<file path="src/rtl/bdeq_pkg.sv">
// Shared types and codes for the bounded double-ended queue.
// Used by bdeq_ctrl and bounded_double_ended_queue; no dependencies.
package bdeq_pkg;

	// Request codes; codes 6 and 7 are accepted and dropped.
	localparam logic [2:0] REQ_PUSH_FRONT = 3'd0;
	localparam logic [2:0] REQ_PUSH_BACK  = 3'd1;
	localparam logic [2:0] REQ_POP_FRONT  = 3'd2;
	localparam logic [2:0] REQ_POP_BACK   = 3'd3;
	localparam logic [2:0] REQ_LIST       = 3'd4;
	localparam logic [2:0] REQ_CREATE     = 3'd5;

	localparam logic [1:0] ST_OK         = 2'd0;
	localparam logic [1:0] ST_OVERFLOW   = 2'd1;
	localparam logic [1:0] ST_UNDERFLOW  = 2'd2;
	localparam logic [1:0] ST_LIST_EMPTY = 2'd3;

	typedef struct packed {
		logic [2:0]         req_type;
		logic signed [31:0] item_in;
	} req_t;

	typedef struct packed {
		logic [1:0]         status;
		logic signed [31:0] item_out;
		logic               last;
	} res_t;

	typedef struct packed {
		logic wr_en;
		logic rd_en;
	} mem_ctl_t;

	typedef enum logic [1:0] {
		S_IDLE,
		S_POP,
		S_LIST
	} state_t;

endpackage

</file>
<file path="src/rtl/bounded_double_ended_queue.sv">
// Top level of the bounded double-ended queue: entry store plus controller.
// Depends on bdeq_pkg and bdeq_ctrl.

// A request is taken when start is high and busy is low. Push, create and the
// unused codes leave busy low and may follow back to back; a pop that finds an
// entry passes through S_POP because the entry store has a registered read,
// and a pop from an empty store does not; a list of entries passes through
// S_LIST, streaming one entry per cycle from the store's single read port, and
// an empty list does not. Each result sits on res for exactly one cycle with
// res_valid high, starting the cycle after its data is read or the request is
// taken; the receiver cannot stall it, so sample every cycle that res_valid is
// high. res.last marks the final result of a request.
// No reset sweep: the store is never read outside the live range.
module bounded_double_ended_queue #(
	parameter int CAPACITY = 16
) (
	input  logic           clk,
	input  logic           arst_n,
	input  logic           start,
	output logic           busy,
	input  bdeq_pkg::req_t req,
	output logic           res_valid,
	output bdeq_pkg::res_t res
);

	localparam int IDX_W = $clog2(CAPACITY);

	bdeq_pkg::mem_ctl_t mem_ctl;
	logic [IDX_W-1:0]   wr_addr;
	logic [IDX_W-1:0]   rd_addr;
	logic signed [31:0] wr_data;
	logic signed [31:0] rd_data_q;
	logic signed [31:0] store_q [CAPACITY];

	bdeq_ctrl #(
		.CAPACITY(CAPACITY)
	) u_ctrl (
		.clk      (clk),
		.arst_n   (arst_n),
		.start    (start),
		.busy     (busy),
		.req      (req),
		.res_valid(res_valid),
		.res      (res),
		.mem_ctl  (mem_ctl),
		.wr_addr  (wr_addr),
		.wr_data  (wr_data),
		.rd_addr  (rd_addr),
		.rd_data  (rd_data_q)
	);

	always_ff @(posedge clk) begin
		if (mem_ctl.wr_en)
			store_q[wr_addr] <= wr_data;
	end

	always_ff @(posedge clk) begin
		if (mem_ctl.rd_en)
			rd_data_q <= store_q[rd_addr];
	end

endmodule

</file>
<file path="src/rtl/bdeq_ctrl.sv">
// Queue controller: front/count pointers, request decode and the result register.
// Drives the entry store in the top level; depends on bdeq_pkg.
module bdeq_ctrl #(
	parameter int CAPACITY = 16
) (
	input  logic                     clk,
	input  logic                     arst_n,
	input  logic                     start,
	output logic                     busy,
	input  bdeq_pkg::req_t           req,
	output logic                     res_valid,
	output bdeq_pkg::res_t           res,
	output bdeq_pkg::mem_ctl_t       mem_ctl,
	output logic [$clog2(CAPACITY)-1:0] wr_addr,
	output logic signed [31:0]       wr_data,
	output logic [$clog2(CAPACITY)-1:0] rd_addr,
	input  logic signed [31:0]       rd_data
);

	localparam int IDX_W = $clog2(CAPACITY);
	localparam int CNT_W = $clog2(CAPACITY + 1);
	localparam int SUM_W = IDX_W + 1;

	bdeq_pkg::state_t state_q, state_d;
	logic [IDX_W-1:0] front_q;
	logic [CNT_W-1:0] count_q;
	logic [CNT_W-1:0] off_q;
	bdeq_pkg::res_t   res_q;
	logic             res_valid_q;

	logic             accept;
	logic             full;
	logic             empty;
	logic             list_last;
	logic [IDX_W-1:0] front_dec;
	logic [IDX_W-1:0] front_inc;
	logic [IDX_W-1:0] back_slot;
	logic [IDX_W-1:0] tail_slot;
	logic [IDX_W-1:0] list_slot;

	// Offsets never reach twice the capacity, so one subtract folds the sum.
	function automatic logic [IDX_W-1:0] wrap(input logic [SUM_W-1:0] s);
		logic [SUM_W-1:0] r;
		r = (s >= SUM_W'(CAPACITY)) ? (s - SUM_W'(CAPACITY)) : s;
		return r[IDX_W-1:0];
	endfunction

	assign accept    = start && (state_q == bdeq_pkg::S_IDLE);
	assign full      = (count_q == CNT_W'(CAPACITY));
	assign empty     = (count_q == '0);
	assign list_last = (off_q == (count_q - CNT_W'(1)));
	assign front_dec = (front_q == '0) ? IDX_W'(CAPACITY - 1) : (front_q - IDX_W'(1));
	assign front_inc = wrap(SUM_W'(front_q) + SUM_W'(1));
	assign back_slot = wrap(SUM_W'(front_q) + SUM_W'(count_q));
	assign tail_slot = wrap(SUM_W'(front_q) + SUM_W'(count_q) - SUM_W'(1));
	assign list_slot = wrap(SUM_W'(front_q) + SUM_W'(off_q) + SUM_W'(1));

	always_comb begin
		state_d = state_q;
		unique case (state_q)
			bdeq_pkg::S_IDLE: begin
				if (accept) begin
					if ((req.req_type == bdeq_pkg::REQ_POP_FRONT ||
					     req.req_type == bdeq_pkg::REQ_POP_BACK) && !empty)
						state_d = bdeq_pkg::S_POP;
					else if (req.req_type == bdeq_pkg::REQ_LIST && !empty)
						state_d = bdeq_pkg::S_LIST;
				end
			end
			bdeq_pkg::S_POP: state_d = bdeq_pkg::S_IDLE;
			bdeq_pkg::S_LIST: begin
				if (list_last)
					state_d = bdeq_pkg::S_IDLE;
			end
			default: state_d = bdeq_pkg::S_IDLE;
		endcase
	end

	always_comb begin
		mem_ctl = '0;
		wr_addr = front_dec;
		rd_addr = front_q;
		wr_data = req.item_in;
		unique case (state_q)
			bdeq_pkg::S_IDLE: begin
				if (accept) begin
					unique case (req.req_type)
						bdeq_pkg::REQ_PUSH_FRONT: begin
							mem_ctl.wr_en = !full;
							wr_addr       = front_dec;
						end
						bdeq_pkg::REQ_PUSH_BACK: begin
							mem_ctl.wr_en = !full;
							wr_addr       = back_slot;
						end
						bdeq_pkg::REQ_POP_FRONT: begin
							mem_ctl.rd_en = !empty;
							rd_addr       = front_q;
						end
						bdeq_pkg::REQ_POP_BACK: begin
							mem_ctl.rd_en = !empty;
							rd_addr       = tail_slot;
						end
						bdeq_pkg::REQ_LIST: begin
							mem_ctl.rd_en = !empty;
							rd_addr       = front_q;
						end
						bdeq_pkg::REQ_CREATE: begin
							mem_ctl.wr_en = 1'b1;
							wr_addr       = '0;
						end
						default: ;
					endcase
				end
			end
			bdeq_pkg::S_LIST: begin
				// prefetch the next entry while the current one goes out
				mem_ctl.rd_en = !list_last;
				rd_addr       = list_slot;
			end
			default: ;
		endcase
	end

	always_ff @(posedge clk or negedge arst_n) begin
		if (!arst_n) begin
			state_q     <= bdeq_pkg::S_IDLE;
			front_q     <= '0;
			count_q     <= '0;
			off_q       <= '0;
			res_valid_q <= 1'b0;
		end else begin
			state_q     <= state_d;
			res_valid_q <= 1'b0;
			unique case (state_q)
				bdeq_pkg::S_IDLE: begin
					if (accept) begin
						unique case (req.req_type)
							bdeq_pkg::REQ_PUSH_FRONT: begin
								res_valid_q <= 1'b1;
								if (!full) begin
									front_q <= front_dec;
									count_q <= count_q + CNT_W'(1);
								end
							end
							bdeq_pkg::REQ_PUSH_BACK: begin
								res_valid_q <= 1'b1;
								if (!full)
									count_q <= count_q + CNT_W'(1);
							end
							bdeq_pkg::REQ_POP_FRONT: begin
								if (empty) begin
									res_valid_q <= 1'b1;
								end else begin
									front_q <= front_inc;
									count_q <= count_q - CNT_W'(1);
								end
							end
							bdeq_pkg::REQ_POP_BACK: begin
								if (empty)
									res_valid_q <= 1'b1;
								else
									count_q <= count_q - CNT_W'(1);
							end
							bdeq_pkg::REQ_LIST: begin
								off_q <= '0;
								if (empty)
									res_valid_q <= 1'b1;
							end
							bdeq_pkg::REQ_CREATE: begin
								res_valid_q <= 1'b1;
								front_q     <= '0;
								count_q     <= CNT_W'(1);
							end
							default: ;
						endcase
					end
				end
				bdeq_pkg::S_POP: res_valid_q <= 1'b1;
				bdeq_pkg::S_LIST: begin
					res_valid_q <= 1'b1;
					off_q       <= off_q + CNT_W'(1);
				end
				default: ;
			endcase
		end
	end

	// Result payload, no reset needed.
	always_ff @(posedge clk) begin
		unique case (state_q)
			bdeq_pkg::S_IDLE: begin
				res_q.item_out <= '0;
				res_q.last     <= 1'b1;
				priority if ((req.req_type == bdeq_pkg::REQ_PUSH_FRONT ||
				              req.req_type == bdeq_pkg::REQ_PUSH_BACK) && full)
					res_q.status <= bdeq_pkg::ST_OVERFLOW;
				else if ((req.req_type == bdeq_pkg::REQ_POP_FRONT ||
				          req.req_type == bdeq_pkg::REQ_POP_BACK) && empty)
					res_q.status <= bdeq_pkg::ST_UNDERFLOW;
				else if (req.req_type == bdeq_pkg::REQ_LIST && empty)
					res_q.status <= bdeq_pkg::ST_LIST_EMPTY;
				else
					res_q.status <= bdeq_pkg::ST_OK;
			end
			bdeq_pkg::S_POP: begin
				res_q.status   <= bdeq_pkg::ST_OK;
				res_q.item_out <= rd_data;
				res_q.last     <= 1'b1;
			end
			bdeq_pkg::S_LIST: begin
				res_q.status   <= bdeq_pkg::ST_OK;
				res_q.item_out <= rd_data;
				res_q.last     <= list_last;
			end
			default: res_q <= '0;
		endcase
	end

	assign busy      = (state_q != bdeq_pkg::S_IDLE);
	assign res_valid = res_valid_q;
	assign res       = res_q;

endmodule
</file>
<file path="config.mk">
export PLATFORM = sky130hd
export DESIGN_NAME = bounded_double_ended_queue
export DESIGN_NICKNAME = d
export VERILOG_FILES = /design/src/rtl/bdeq_pkg.sv /design/src/rtl/bounded_double_ended_queue.sv /design/src/rtl/bdeq_ctrl.sv
export SDC_FILE = /design/constraint.sdc
export NUM_CORES = 1
export LEC_CHECK = 0
export ABC_AREA = 1
export BUFFER_PORTS_ARGS = -buffer_cell sky130_fd_sc_hd__buf_4
export CAP_MARGIN = 5
export CORE_ASPECT_RATIO = 1.25
export CORE_MARGIN = 1.5
export CORE_UTILIZATION = 44
export CTS_BUF_LIST = sky130_fd_sc_hd__clkbuf_2
export DETAILED_ROUTE_END_ITERATION = 12
export GPL_ROUTABILITY_DRIVEN = 0
export PLACE_DENSITY = 0.62
export SLEW_MARGIN = 40
export SYNTH_ARGS = -nofsm -noshare
export SYNTH_HDL_FRONTEND = slang
export SYNTH_SLANG_ARGS = --single-unit
</file>
<file path="constraint.sdc">
create_clock -name clk -period 4.74 [get_ports clk]
set_clock_uncertainty 0.2 [all_clocks]
set_input_delay 0.474 -clock clk [delete_from_list [all_inputs] [get_ports clk]]
set_output_delay 0.474 -clock clk [all_outputs]
set_load 0.02 [all_outputs]
</file>
======== Word-level counts from Yosys, hierarchy flattened ========
Memories as Yosys holds them, arrays and structs flattened. A register that Yosys moved wholly into a read port is not among the register bits.
Index checks and enable logic that the tools add are counted.
storage, ports and cells
  flip-flop bits (word level) ............. 52
  RAM bits ................................ 512
  input port bits ......................... 38
  output and inout port bits .............. 37
  logic and storage cells ................. 111
  memories ................................ 1
operators by class
  $add $sub $neg .......................... 13
  order comparisons ....................... 4
  eq/ne operators ......................... 17
  muxes and demuxes ....................... 40
  reduce and logical (&&, ||, !) cells .... 28
memories
  name     depth  width  rd ports  clocked after memory_dff  write ports  RTL line                          text
  store_q  16     32     1         1                         1            bounded_double_ended_queue.sv:33  logic signed [31:0] store_q [CAPACITY];
operator list
  cell                                                  number
  case mux 35 bit (3 select lines)                      1
  2-to-1 mux 4 bit                                      11
  >= comparator 5 bit (second input constant)           4
  2-to-1 mux 5 bit                                      4
  subtractor 4 x 1 -> 4 bit (second input constant)     5
  2-to-1 mux 2 bit                                      8
  case mux 4 bit (2 select lines)                       2
  adder 5 x 1 -> 5 bit (second input constant)          3
  case mux 5 bit (3 select lines)                       1
  case mux 4 bit (3 select lines)                       1
  adder 4 x 5 -> 5 bit                                  2
  != test 2 bit (second input constant)                 5
  case mux 5 bit (2 select lines)                       1
  AND reduction 5 bit                                   2
  subtractor 5 x 1 -> 5 bit (second input constant)     2
  case mux 1 bit (2 select lines)                       4
  equality test 3 x 2 -> 1 bit (second input constant)  2
  equality test 3 bit (second input constant)           2
  logical AND 1 bit                                     6
  2-to-1 mux 1 bit                                      6
  AND reduction 3 bit                                   2
  nonzero test 3 bit                                    2
  OR reduction 2 bit                                    3
  OR reduction 3 bit                                    2
  other kinds (16)                                      21

======== Logic depth before layout (Yosys ltp) ========
Gate-level depths: netlist (run 1).
  depth after elaboration ................. 7
  mapped depth ............................ 14
  depth with buffers taken out ............ 13

======== Modules after synthesis ========
A second synthesis (run 1) with hierarchy kept.
unflattened totals
  cells, all modules ...................... 2528
  area total of the unflattened synthesis .. 26101.3 um^2
by module, submodules not included
  module                      times used  cells each  area each (um^2)  seq. area each (um^2)
  bounded_double_ended_queue  1           2120        23050.9           16335.7
  bdeq_ctrl                   1           408         3050.4            1126.1

======== Worst setup path before layout (run 1) ========
No wires, ideal clock.
  path kind ............................... register to register
  start ................................... reg u_ctrl.count_q[0]
  end ..................................... reg rd_data_q[0] (read register of store_q), enable pin
  library setup time ...................... 0.466 ns
  data arrival time ....................... 3.342 ns
  data required time ...................... 4.074 ns
  path slack .............................. 0.732 ns
  stages on the path, launching flop included .. 8
  buffers on the path ..................... 0
  clock period less this slack ............ 4.008 ns
  cell sequence ........................... dfrtp_1 inv_1 ha_1 nand2_1 nor2_1 nand2_1 o21ai_0 o21ai_0
RTL lines
  item                    RTL line                          text
  start, declared         bdeq_ctrl.sv:26                   logic [CNT_W-1:0] count_q;
  start signal, assigned  bdeq_ctrl.sv:143                  count_q <= count_q + CNT_W'(1);
  start signal, assigned  bdeq_ctrl.sv:149                  count_q <= count_q + CNT_W'(1);
  start signal, assigned  bdeq_ctrl.sv:156                  count_q <= count_q - CNT_W'(1);
  end, declared           bounded_double_ended_queue.sv:32  logic signed [31:0] rd_data_q;

======== Worst setup path in the final report (run 1) ========
  start ................................... reg u_ctrl.count_q[0]
  end ..................................... reg u_ctrl.count_q[2]
between the ends
  word-level cells in the longest chain between the ends .. 3
  elaborated cells on any way between the ends .. 10
  those cells by class .................... 2 x add/sub; 3 x eq/ne; 3 x mux; 2 x reduce/logical
ends and longest elaborated chain
  item                                                                           RTL line
  subtractor 5 x 1 -> 5 bit (tied with other cells)                              bdeq_ctrl.sv:156, bdeq_ctrl.sv:163
  2-to-1 mux 5 bit (tied with other cells)                                       bdeq_ctrl.sv:152, bdeq_ctrl.sv:160
  case mux 5 bit (3 select lines) / AND reduction 5 bit (equally long branches)  n/a
Parallel ways exist; a longest one is shown, timed or not. The select of a mux whose other input is x is not followed.
A chain may end at the register's enable or synchronous reset.

==> flow_summary.toml, run 1 <==
[clocking]
cts.sinks = 596
clock-root-buffer = "clkbuf_2"
clkTransAtPathRegs_ns = 0.11
postCtsSetupBuffers = 0
clock_path_buffers = 3
ctsHoldBuffers = 83
cts_tree = "built"
clk_latency_ns = 1.33
cts_max_level = 4
post_cts_resized = 0
cts_buffers = 149

[final_layout]
multiInputGateArea_um2 = 6590
regArea_um2 = 17460
layout_commonest_cell = "inv_1"
drive_gt1_share_pct = 13.36
fillers = 5461
fin_cells = 3686
final_area_um2 = 30560
area_growth_pct = 13.69
final_cell_mix = "581 x inv_1, 544 x edfxtp_1, 474 x nand3_1, 352 x nand2_1, 260 x nand4_1"
nets = 2847

[place]
postPlaceCellArea_um2 = 28270
place_inst = 3327
place_hpwl_um = 35200
place.port_buffers = 74

[global_routing]
grt_pass1_vias = 19957
gr-usage-all-layers_pct = 23.38
grt_first_pass_wirelength_um = 111200
antenna_found_initial = 2
grt_max_degree = 158
overflow = 0

[setup_path]
arrival_ns = 4.93
path_buf_inv = 5
cpLargestDelayFamily = "buffers and inverters"
endpoint_kind = "flop"
cp.required_ns = 5.81
max_stage_delay_ns = 0.74
path_max_fanout = 10
crit_top_cell = "nand2_1"
critical_path_class = "reg -> reg"
cp-start-kind = "flop"
path_cells = "inv_1, ha_1, nand2_1, nor2_1, nand2_1, inv_1, nand2_1, nand2_1, a211oi_4, dlygate4sd3_1, nand2_1, dlygate4sd3_1, o21ai_0, dlygate4sd3_1"
critical-path-slowest-cell = "dlygate4sd3_1"

[routing]
drt_pass1_iterations = 5
drt_iter0_markers = 2389
routedWlPerCell_um = 19.58
viasPerCell = 5.423
wl_um = 72180
detail-route-antenna-nets = 0
via_count = 19990
drc = 0

[pwr]
internal_power_mw = 10.75
power.leakage_nw = 13.34
powerDensity_nw_per_um2 = 640.5
power_frac_clock_pct = 18.2
net-switching-power_mw = 8.822
vdd_drop_max_mv = 0.8397
switching_share_pct = 45.07
comb_power_share_pct = 47.7
pwr-share-seq_pct = 34.1

[timing]
relSlewSlack_pct = 41.82
period_needed_ns = 3.860
timing.final.hold_violations = 0
setup_viol = 0
slew_viol_final = 0
rsz0062_at_grt = "false"
period_share_pct = 81.43
fmax_ghz = 0.2591
finalSetupTns_ns = 0
worstMarginPinSlew_ns = 0.8726

[synth]
synth_nets = 2665
synth_top_area_share_pct = 60.77
ys_seq_area_share_pct = 64.96
synth_cell_types = 38
synth_top_area_cell = "edfxtp_1"
synthesis.area_um2 = 26880
synthTopCellsByArea = "edfxtp_1 61%, nand3_1 8.8%, inv_1 8.1%, nand4_1 6.1%, nand2_1 4.9%"
ys_ff_latch = 596
syn_inst = 2609
synth_area_per_cell_um2 = 10.30
yosysWarnings = 0

[floorplanning]
fp.dieH_um = 279.3
fp.dieW_um = 224.1
core_um2 = 60530
initial_core_util_pct = 44.41
floorplan.rows = 101
ios = 75
die-area_um2 = 62590

[flow_run]
maxCapViolations = 0

[hold_path]
hold_path.class = "reg -> reg"

[status]
status = "completed"
## synthesized netlist by cell type
cell      instances
dfxtp_1          35
xnor2_1           4
a22o_1            1
nor2_4            1
nand3_2           1
a21boi_1          1
o211ai_1          2
a21oi_1          10
ha_1             16
and3_1            1
edfxtp_1        544
nor3_2            1
clkbuf_1         36
inv_2             4
buf_2           105
nor3_1            6
buf_4            17
a31oi_1           1
nand2_2           2
a32o_1            1
or2_2             1
nor2_1           74
a211oi_4          1
o21bai_1          1
buf_6             2
o22ai_1           5
a211oi_1          1
fa_1              2
o21ai_0          29
nand3_4           1
nand2_1         353
nand4_1         260
inv_1           581
nand2_4           1
buf_1             7
xor2_1            9
dfrtp_1          17
nand3_1         475
## per-layer routing
metal	wire (um)	up-vias	share of wire, %	GRT usage, %
li1	-	9271	-	-
met1	29390	9673	41	29.50
met2	35510	870	49	38.79
met3	5234	176	7.3	5.234
met4	2050	0	2.8	9.858
met5	0	-	0	0
## through the flow
step	total power [mW]	setup WS [ns]	hold slack [ns]	util, %
final	19.57	0.8800	0.2720	50.48
after global routing	20.91	0.6086	0.2709	50.48
after CTS	19.61	0.8942	0.1430	50.44
after detailed placement	15.93	0.9591	0.1627	46.70
after global placement	15.73	1.020	0.1551	46.65
after floorplan	13.19	0.7319	-0.02159	-
## power groups by stage
stage / clock, mW / combinational [mW] / sequential (mW)
after detailed placement: 0 / 9.14 / 6.80
final: 3.56 / 9.33 / 6.68
after floorplan: 0 / 6.36 / 6.83
after global placement: 0 / 8.95 / 6.78
after CTS: 3.67 / 9.26 / 6.68
after global routing: 3.91 / 10.3 / 6.72
## worst min-delay path, cell delays in order, from the launching register on
cell and delay, ns:
edfxtp_1 0.35, inv_1 0.05, nor2_1 0.09
## registers in the layout, summed over array words and instances, names as in the netlist
name / flops
u_ctrl.count_q: 5
u_ctrl.state_q: 2
rd_data_q: 32
u_ctrl.front_q: 4
store_q: 512
u_ctrl.res_valid: 1
u_ctrl.off_q: 5
u_ctrl.res: 35
## final timing paths
kind	from	to	slack [ns]	cells after the start
min	rd_data_q[25]$_DFFE_PP_	u_ctrl.res[26]$_DFF_P_	0.27	2
max	u_ctrl.count_q[0]$_DFFE_PN0P_	u_ctrl.count_q[2]$_DFFE_PN0P_	0.88	14
min in group asynchronous	arst_n	u_ctrl.count_q[2]$_DFFE_PN0P_	0.55	5
max in group asynchronous	arst_n	u_ctrl.front_q[0]$_DFFE_PN0P_	3.44	5
max reg2reg	u_ctrl.count_q[0]$_DFFE_PN0P_	u_ctrl.count_q[2]$_DFFE_PN0P_	0.88	14
min reg2reg	rd_data_q[25]$_DFFE_PP_	u_ctrl.res[26]$_DFF_P_	0.27	2
## kinds of logic (layout without fill, tap and decap cells)
kind of cell / after synthesis / in the layout / synth area share, %
and+or+nand+nor: 1177 / 1177 / 21.29
buffers and inverters: 752 / 1055 / 11.28
other: 0 / 2 / 0
xor gates and xnor gates: 13 / 13 / 0.4236
DFF: 596 / 596 / 64.96
adders and majority gates: 18 / 18 / 0.8937
AOI/OAI and AO/OA: 53 / 53 / 1.150
## layout make-up
type                    count  share of cell area [%]
flip-flops and latches    596                   57.14
inverters                 585                   7.194
diodes                      2                 0.01638
clock inverters            53                   1.085
well taps                 772                   3.161
multi-input cells        1261                   21.56
repair buffers            198                   6.252
clock buffers             219                   3.587
No activity file was read; power rests on OpenSTA's default activity.
==> run 2, diff against run 1 <==
--- a/config.mk
+++ b/config.mk
@@ -14,7 +14,7 @@
 export CTS_BUF_LIST = sky130_fd_sc_hd__clkbuf_2
 export DETAILED_ROUTE_END_ITERATION = 12
 export GPL_ROUTABILITY_DRIVEN = 0
-export PLACE_DENSITY = 0.62
+export PLACE_DENSITY = 0.64
 export SLEW_MARGIN = 40
 export SYNTH_ARGS = -nofsm -noshare
 export SYNTH_HDL_FRONTEND = slang
==> constraint.sdc (replaced) <==
create_clock -name clk -period 3.28 [get_ports clk]
set_clock_uncertainty 0.2 [all_clocks]
set_input_delay 0.328 -clock clk [delete_from_list [all_inputs] [get_ports clk]]
set_output_delay 0.328 -clock clk [all_outputs]
set_load 0.02 [all_outputs]
==> flow_summary.toml, run 2 (synthesized netlist as in run 1, its figures left out) <==
[status]
status = "completed"

[global_routing]
overflow = 0
grt_first_pass_wirelength_um = 110900
grt_pass1_vias = 19799
grt_max_degree = 93
gr-usage-all-layers_pct = 23.18
antenna_found_initial = 4

[setup_path]
path_max_fanout = 13
cp.required_ns = 4.03
endpoint_kind = "flop"
cp-start-kind = "flop"
r2r-start = "u_ctrl.count_q[0]$_DFFE_PN0P_"
startpoint = "u_ctrl.count_q[0]$_DFFE_PN0P_"
ff2ff_setup_slack_ns = 0.15
critical_path_class = "reg -> reg"
arrival_ns = 3.88

[routing]
drc = 0
wl_um = 72630
drt_iter0_markers = 1935
drt_pass1_iterations = 6
routedWlPerCell_um = 19.45
viasPerCell = 5.419
detail-route-antenna-nets = 0
via_count = 20235

[final_layout]
layout_commonest_cell = "inv_1"
largest_register_ffs = 512
nets = 2895
final_cell_mix = "581 x inv_1, 544 x edfxtp_1, 472 x nand3_1, 350 x nand2_1, 260 x nand4_1"
drive_gt1_share_pct = 15.16
area_growth_pct = 17.08
fin_cells = 3734
largest_register = "store_q"

[clocking]
clkTransAtPathRegs_ns = 0.10
clk_latency_ns = 1.35
clock-root-buffer = "clkbuf_2"
cts_max_level = 4
clock_path_buffers = 3
cts.sinks = 596
cts_tree = "built"
cts_buffers = 147

[hold_path]
hold_path_startpoint = "rd_data_q[23]$_DFFE_PP_"
hold_path.class = "reg -> reg"

[flow_run]
maxCapViolations = 0

[pwr]
vdd_drop_max_mv = 0.7457
powerDensity_nw_per_um2 = 944.0
total_power_mw = 29.71
power.leakage_nw = 13.73

[place]
place_hpwl_um = 38170
place.port_buffers = 74
place_inst = 3368

[timing]
timing.final.hold_violations = 0
period_share_pct = 95.32
relSlewSlack_pct = 41.60
fin_hold_ws_ns = 0.2790
period_needed_ns = 3.126
setup_viol = 0
worstMarginPinSlew_ns = 0.8760
slew_viol_final = 0
fmax_ghz = 0.3199

[floorplanning]
initial_core_util_pct = 44.41
fp.dieW_um = 224.1
die-area_um2 = 62590
ios = 75
core_um2 = 60530
fp.dieH_um = 279.3
floorplan.rows = 101
[run 2: changes by cell type in the layout (fill, tap and decap cells not counted), moves of 4 or more]
cell / previous run / this run
clkinv_4: 3 / 7
inv_6: 0 / 6
inv_2: 10 / 3
buf_12: 16 / 51
diode_2: 2 / 6
buf_4: 94 / 107
[run 2: per-layer routing]
layer | wire length, um | part of all wire, % | global-route usage, % | vias up
met4 | 2019 | 2.8 | 9.685 | 0
met5 | 0 | 0 | 0 | -
met2 | 35900 | 49 | 38.96 | 955
li1 | - | - | - | 9376
met3 | 5910 | 8.1 | 4.940 | 162
met1 | 28790 | 40 | 29.02 | 9742
[run 2: area by class of cell]
class                           count  area, um2
Timing Repair inverter              1      8.758
Tap cell                          772      965.9
Multi-Input combinational cell   1261       6615
Timing Repair Buffer              247       2778
Sequential cell                   596      17460
Fill cell                        5212      29060
Clock inverter                     49      332.8
Antenna cell                        6      15.01
Clock buffer                      217       1086
Inverter                          585       2208
[run 2: per-stage QoR]
step / setup WS, ns / area (um2) / utilization [%] / TNS (ns)
final: 0.1536 / 31470 / 51.99 / 0
after global routing: -0.02250 / 31470 / 51.99 / -0.02685
after CTS: 0.03293 / 31250 / 51.62 / 0
after detailed placement: 0.1376 / 29020 / 47.94 / 0
after global placement: 0.1903 / 29020 / 47.94 / 0
after floorplan: -0.3594 / 26880 / - / -157.16
[run 2: power breakdown]
group          total [mW]  leakage [nW]  switching, mW  internal (mW)
clock network        5.14          1.05           3.08           2.06
logic                14.9          7.26           9.77           5.14
registers            9.66          5.42          0.344           9.31
[run 2: worst paths after layout]
| check | endpoint | cells after the start |
|---|---|---|
| max in group asynchronous | u_ctrl.front_q[2]$_DFFE_PN0P_ | 5 |
| min | u_ctrl.res[24]$_DFF_P_ | 2 |
| min in group asynchronous | u_ctrl.off_q[4]$_DFFE_PN0P_ | 5 |
| max reg2reg | store_q[15][19]$_DFFE_PP_ | 7 |
| max | store_q[15][19]$_DFFE_PP_ | 7 |
| min reg2reg | u_ctrl.res[24]$_DFF_P_ | 2 |
[run 2: worst max-delay path: stages, from the launching register on]
cell     delay (ns)
dfrtp_1        0.43
ha_2           0.21
fa_1           0.43
xnor2_1        0.19
o21ai_0        0.40
nand2_1        0.34
nor2_4         0.21
buf_4          0.30
[run 2: timing repair]
| action | 4_1_cts | 5_1_grt |
|---|---|---|
| gates resized for setup | 0 | 17 |
| hold endpoints to repair | 1111 | 17 |
| hold buffers | 81 | 1 |
| setup buffers | 0 | 9 |
| endpoints found under the setup margin | 0 | 77 |
==> run 3, diff against run 2 <==
--- a/config.mk
+++ b/config.mk
@@ -6,15 +6,15 @@
 export NUM_CORES = 1
 export LEC_CHECK = 0
 export ABC_AREA = 1
-export BUFFER_PORTS_ARGS = -buffer_cell sky130_fd_sc_hd__buf_4
 export CAP_MARGIN = 5
 export CORE_ASPECT_RATIO = 1.25
 export CORE_MARGIN = 1.5
 export CORE_UTILIZATION = 44
 export CTS_BUF_LIST = sky130_fd_sc_hd__clkbuf_2
 export DETAILED_ROUTE_END_ITERATION = 12
+export DONT_BUFFER_PORTS = 1
 export GPL_ROUTABILITY_DRIVEN = 0
-export PLACE_DENSITY = 0.64
+export PLACE_DENSITY = 0.63
 export SLEW_MARGIN = 40
 export SYNTH_ARGS = -nofsm -noshare
 export SYNTH_HDL_FRONTEND = slang
==> flow_summary.toml, run 3 (synthesized netlist as in run 1, its figures left out) <==
[status]
status = "completed"

[clocking]
clkTransAtPathRegs_ns = 0.11
cts_max_level = 4
clk_latency_ns = 1.31
clock-root-buffer = "clkbuf_2"
clock_path_buffers = 3
cts_tree = "built"
cts_buffers = 148
cts.sinks = 596

[global_routing]
grt_max_degree = 137
antenna_found_initial = 2
grt_first_pass_wirelength_um = 111300
gr-usage-all-layers_pct = 23.26
overflow = 0
grt_pass1_vias = 20123

[place]
place_inst = 3297
dp_slack_ns = 0.1586
place_hpwl_um = 38280
place.port_buffers = 0

[setup_path]
path_cells = "ha_1, fa_1, xnor2_1, o21ai_0, nand2_1, nor2_4, buf_4"
ff2ff_setup_slack_ns = 0.06
critical_path_class = "reg -> reg"
startpoint = "u_ctrl.count_q[0]$_DFFE_PN0P_"
critical-path-slowest-cell = "o21ai_0"
arrival_ns = 3.95
r2r-start = "u_ctrl.count_q[0]$_DFFE_PN0P_"
cp.required_ns = 4.01
path_max_fanout = 8
max_stage_delay_ns = 0.48
cp-start-kind = "flop"
endpoint_kind = "flop"

[floorplanning]
fp.dieW_um = 224.1
ios = 75
initial_core_util_pct = 44.41
fp.dieH_um = 279.3
floorplan.rows = 101
core_um2 = 60530
die-area_um2 = 62590

[timing]
period_share_pct = 98.12
setup_viol = 0
slew_viol_final = 0
period_needed_ns = 3.218
worstMarginPinSlew_ns = 0.8665
setup_slack_ns = 0.06153
relSlewSlack_pct = 42.23
fmax_ghz = 0.3107
timing.final.hold_violations = 0
rsz0062_at_grt = "true"
finalSetupTns_ns = 0

[flow_run]
maxCapViolations = 0

[final_layout]
fin_cells = 3659
layout_commonest_cell = "inv_1"
area_growth_pct = 14.15
largest_register_ffs = 512
drive_gt1_share_pct = 12.58
utilization_pct = 50.69
final_cell_mix = "581 x inv_1, 544 x edfxtp_1, 474 x nand3_1, 352 x nand2_1, 260 x nand4_1"
largest_register = "store_q"
nets = 2820

[pwr]
powerDensity_nw_per_um2 = 937.7
vdd_drop_max_mv = 0.8432
power.leakage_nw = 13.31
total_power_mw = 28.77

[routing]
detail-route-antenna-nets = 0
viasPerCell = 5.423
drc = 0
routedWlPerCell_um = 19.74
wl_um = 72230
drt_pass1_iterations = 7
via_count = 19844
drt_iter0_markers = 1815

[hold_path]
hold_path_startpoint = "req[34]"
hold_path.class = "in -> reg"
## run 3: changes by cell type in the layout (fill, tap and decap cells not counted), moves of 3 or more
cell / previous run / this run
buf_12: 51 / 40
inv_2: 3 / 7
clkinv_2: 2 / 9
buf_6: 4 / 1
inv_6: 6 / 1
dlygate4sd3_1: 80 / 84
clkbuf_2: 217 / 222
clkinv_4: 7 / 0
buf_4: 107 / 43
diode_2: 6 / 2
## run 3: layer usage
metal  global-route usage (%)  vias up  wire, um
li1                         -     9202         -
met1                    28.51     9571     28690
met2                    39.09      892     35960
met3                    4.762      179      5164
met4                    11.54        0      2420
met5                        0        -         0
## run 3: area by class of cell
class                           instances  area, um2
Fill cell                            5370      29850
Tap cell                              772      965.9
Antenna cell                            2      5.005
Clock buffer                          222       1111
Sequential cell                       596      17460
Multi-Input combinational cell       1261       6585
Inverter                              585       2208
Clock inverter                         49      304.0
Timing Repair inverter                  1      8.758
Timing Repair Buffer                  171       2033
## run 3: worst paths after layout
path                                            endpoint  cells after the start
setup / recovery               store_q[15][28]$_DFFE_PP_                      7
hold / removal             u_ctrl.count_q[4]$_DFFE_PN0P_                      7
setup reg to reg               store_q[15][28]$_DFFE_PP_                      7
hold reg to reg                    u_ctrl.res[1]$_DFF_P_                      2
max in group asynchronous  u_ctrl.state_q[1]$_DFFE_PN0P_                      4
min in group asynchronous  u_ctrl.count_q[4]$_DFFE_PN0P_                      4
## run 3: repair_timing
item | in CTS | in global routing
buffers inserted | 0 | 2
hold endpoints to repair | 1124 | 22
resized for setup | 0 | 5
setup endpoints to repair | 0 | 22
hold buffers | 85 | 2
## run 3: critical path, delay by kind of cell (launching register included)
| family | cells | cell delay, ns |
|---|---|---|
| xor gates and xnor gates | 1 | 0.18 |
| adders and majority gates | 2 | 0.67 |
| AOI/OAI and AO/OA | 1 | 0.48 |
| and+or+nand+nor | 2 | 0.61 |
| buffers and inverters | 1 | 0.26 |
| DFF | 1 | 0.44 |
## run 3: power by group
group	leakage, nW	total, mW	switching (mW)	internal (mW)
clock	1.08	5.14	3.01	2.13
sequential	5.42	9.79	0.476	9.31
combinational	6.82	13.8	9.38	4.47
## run 3: through the flow
step / hold WS [ns] / instance area (um2)
3_5_place_dp: -0.1662 / 28350
5_1_grt: 0.2008 / 30680
6_report: 0.2362 / 30680
3_3_place_gp: -0.1662 / 28350
4_1_cts: 0.1219 / 30610
2_1_floorplan: -0.1676 / 26880
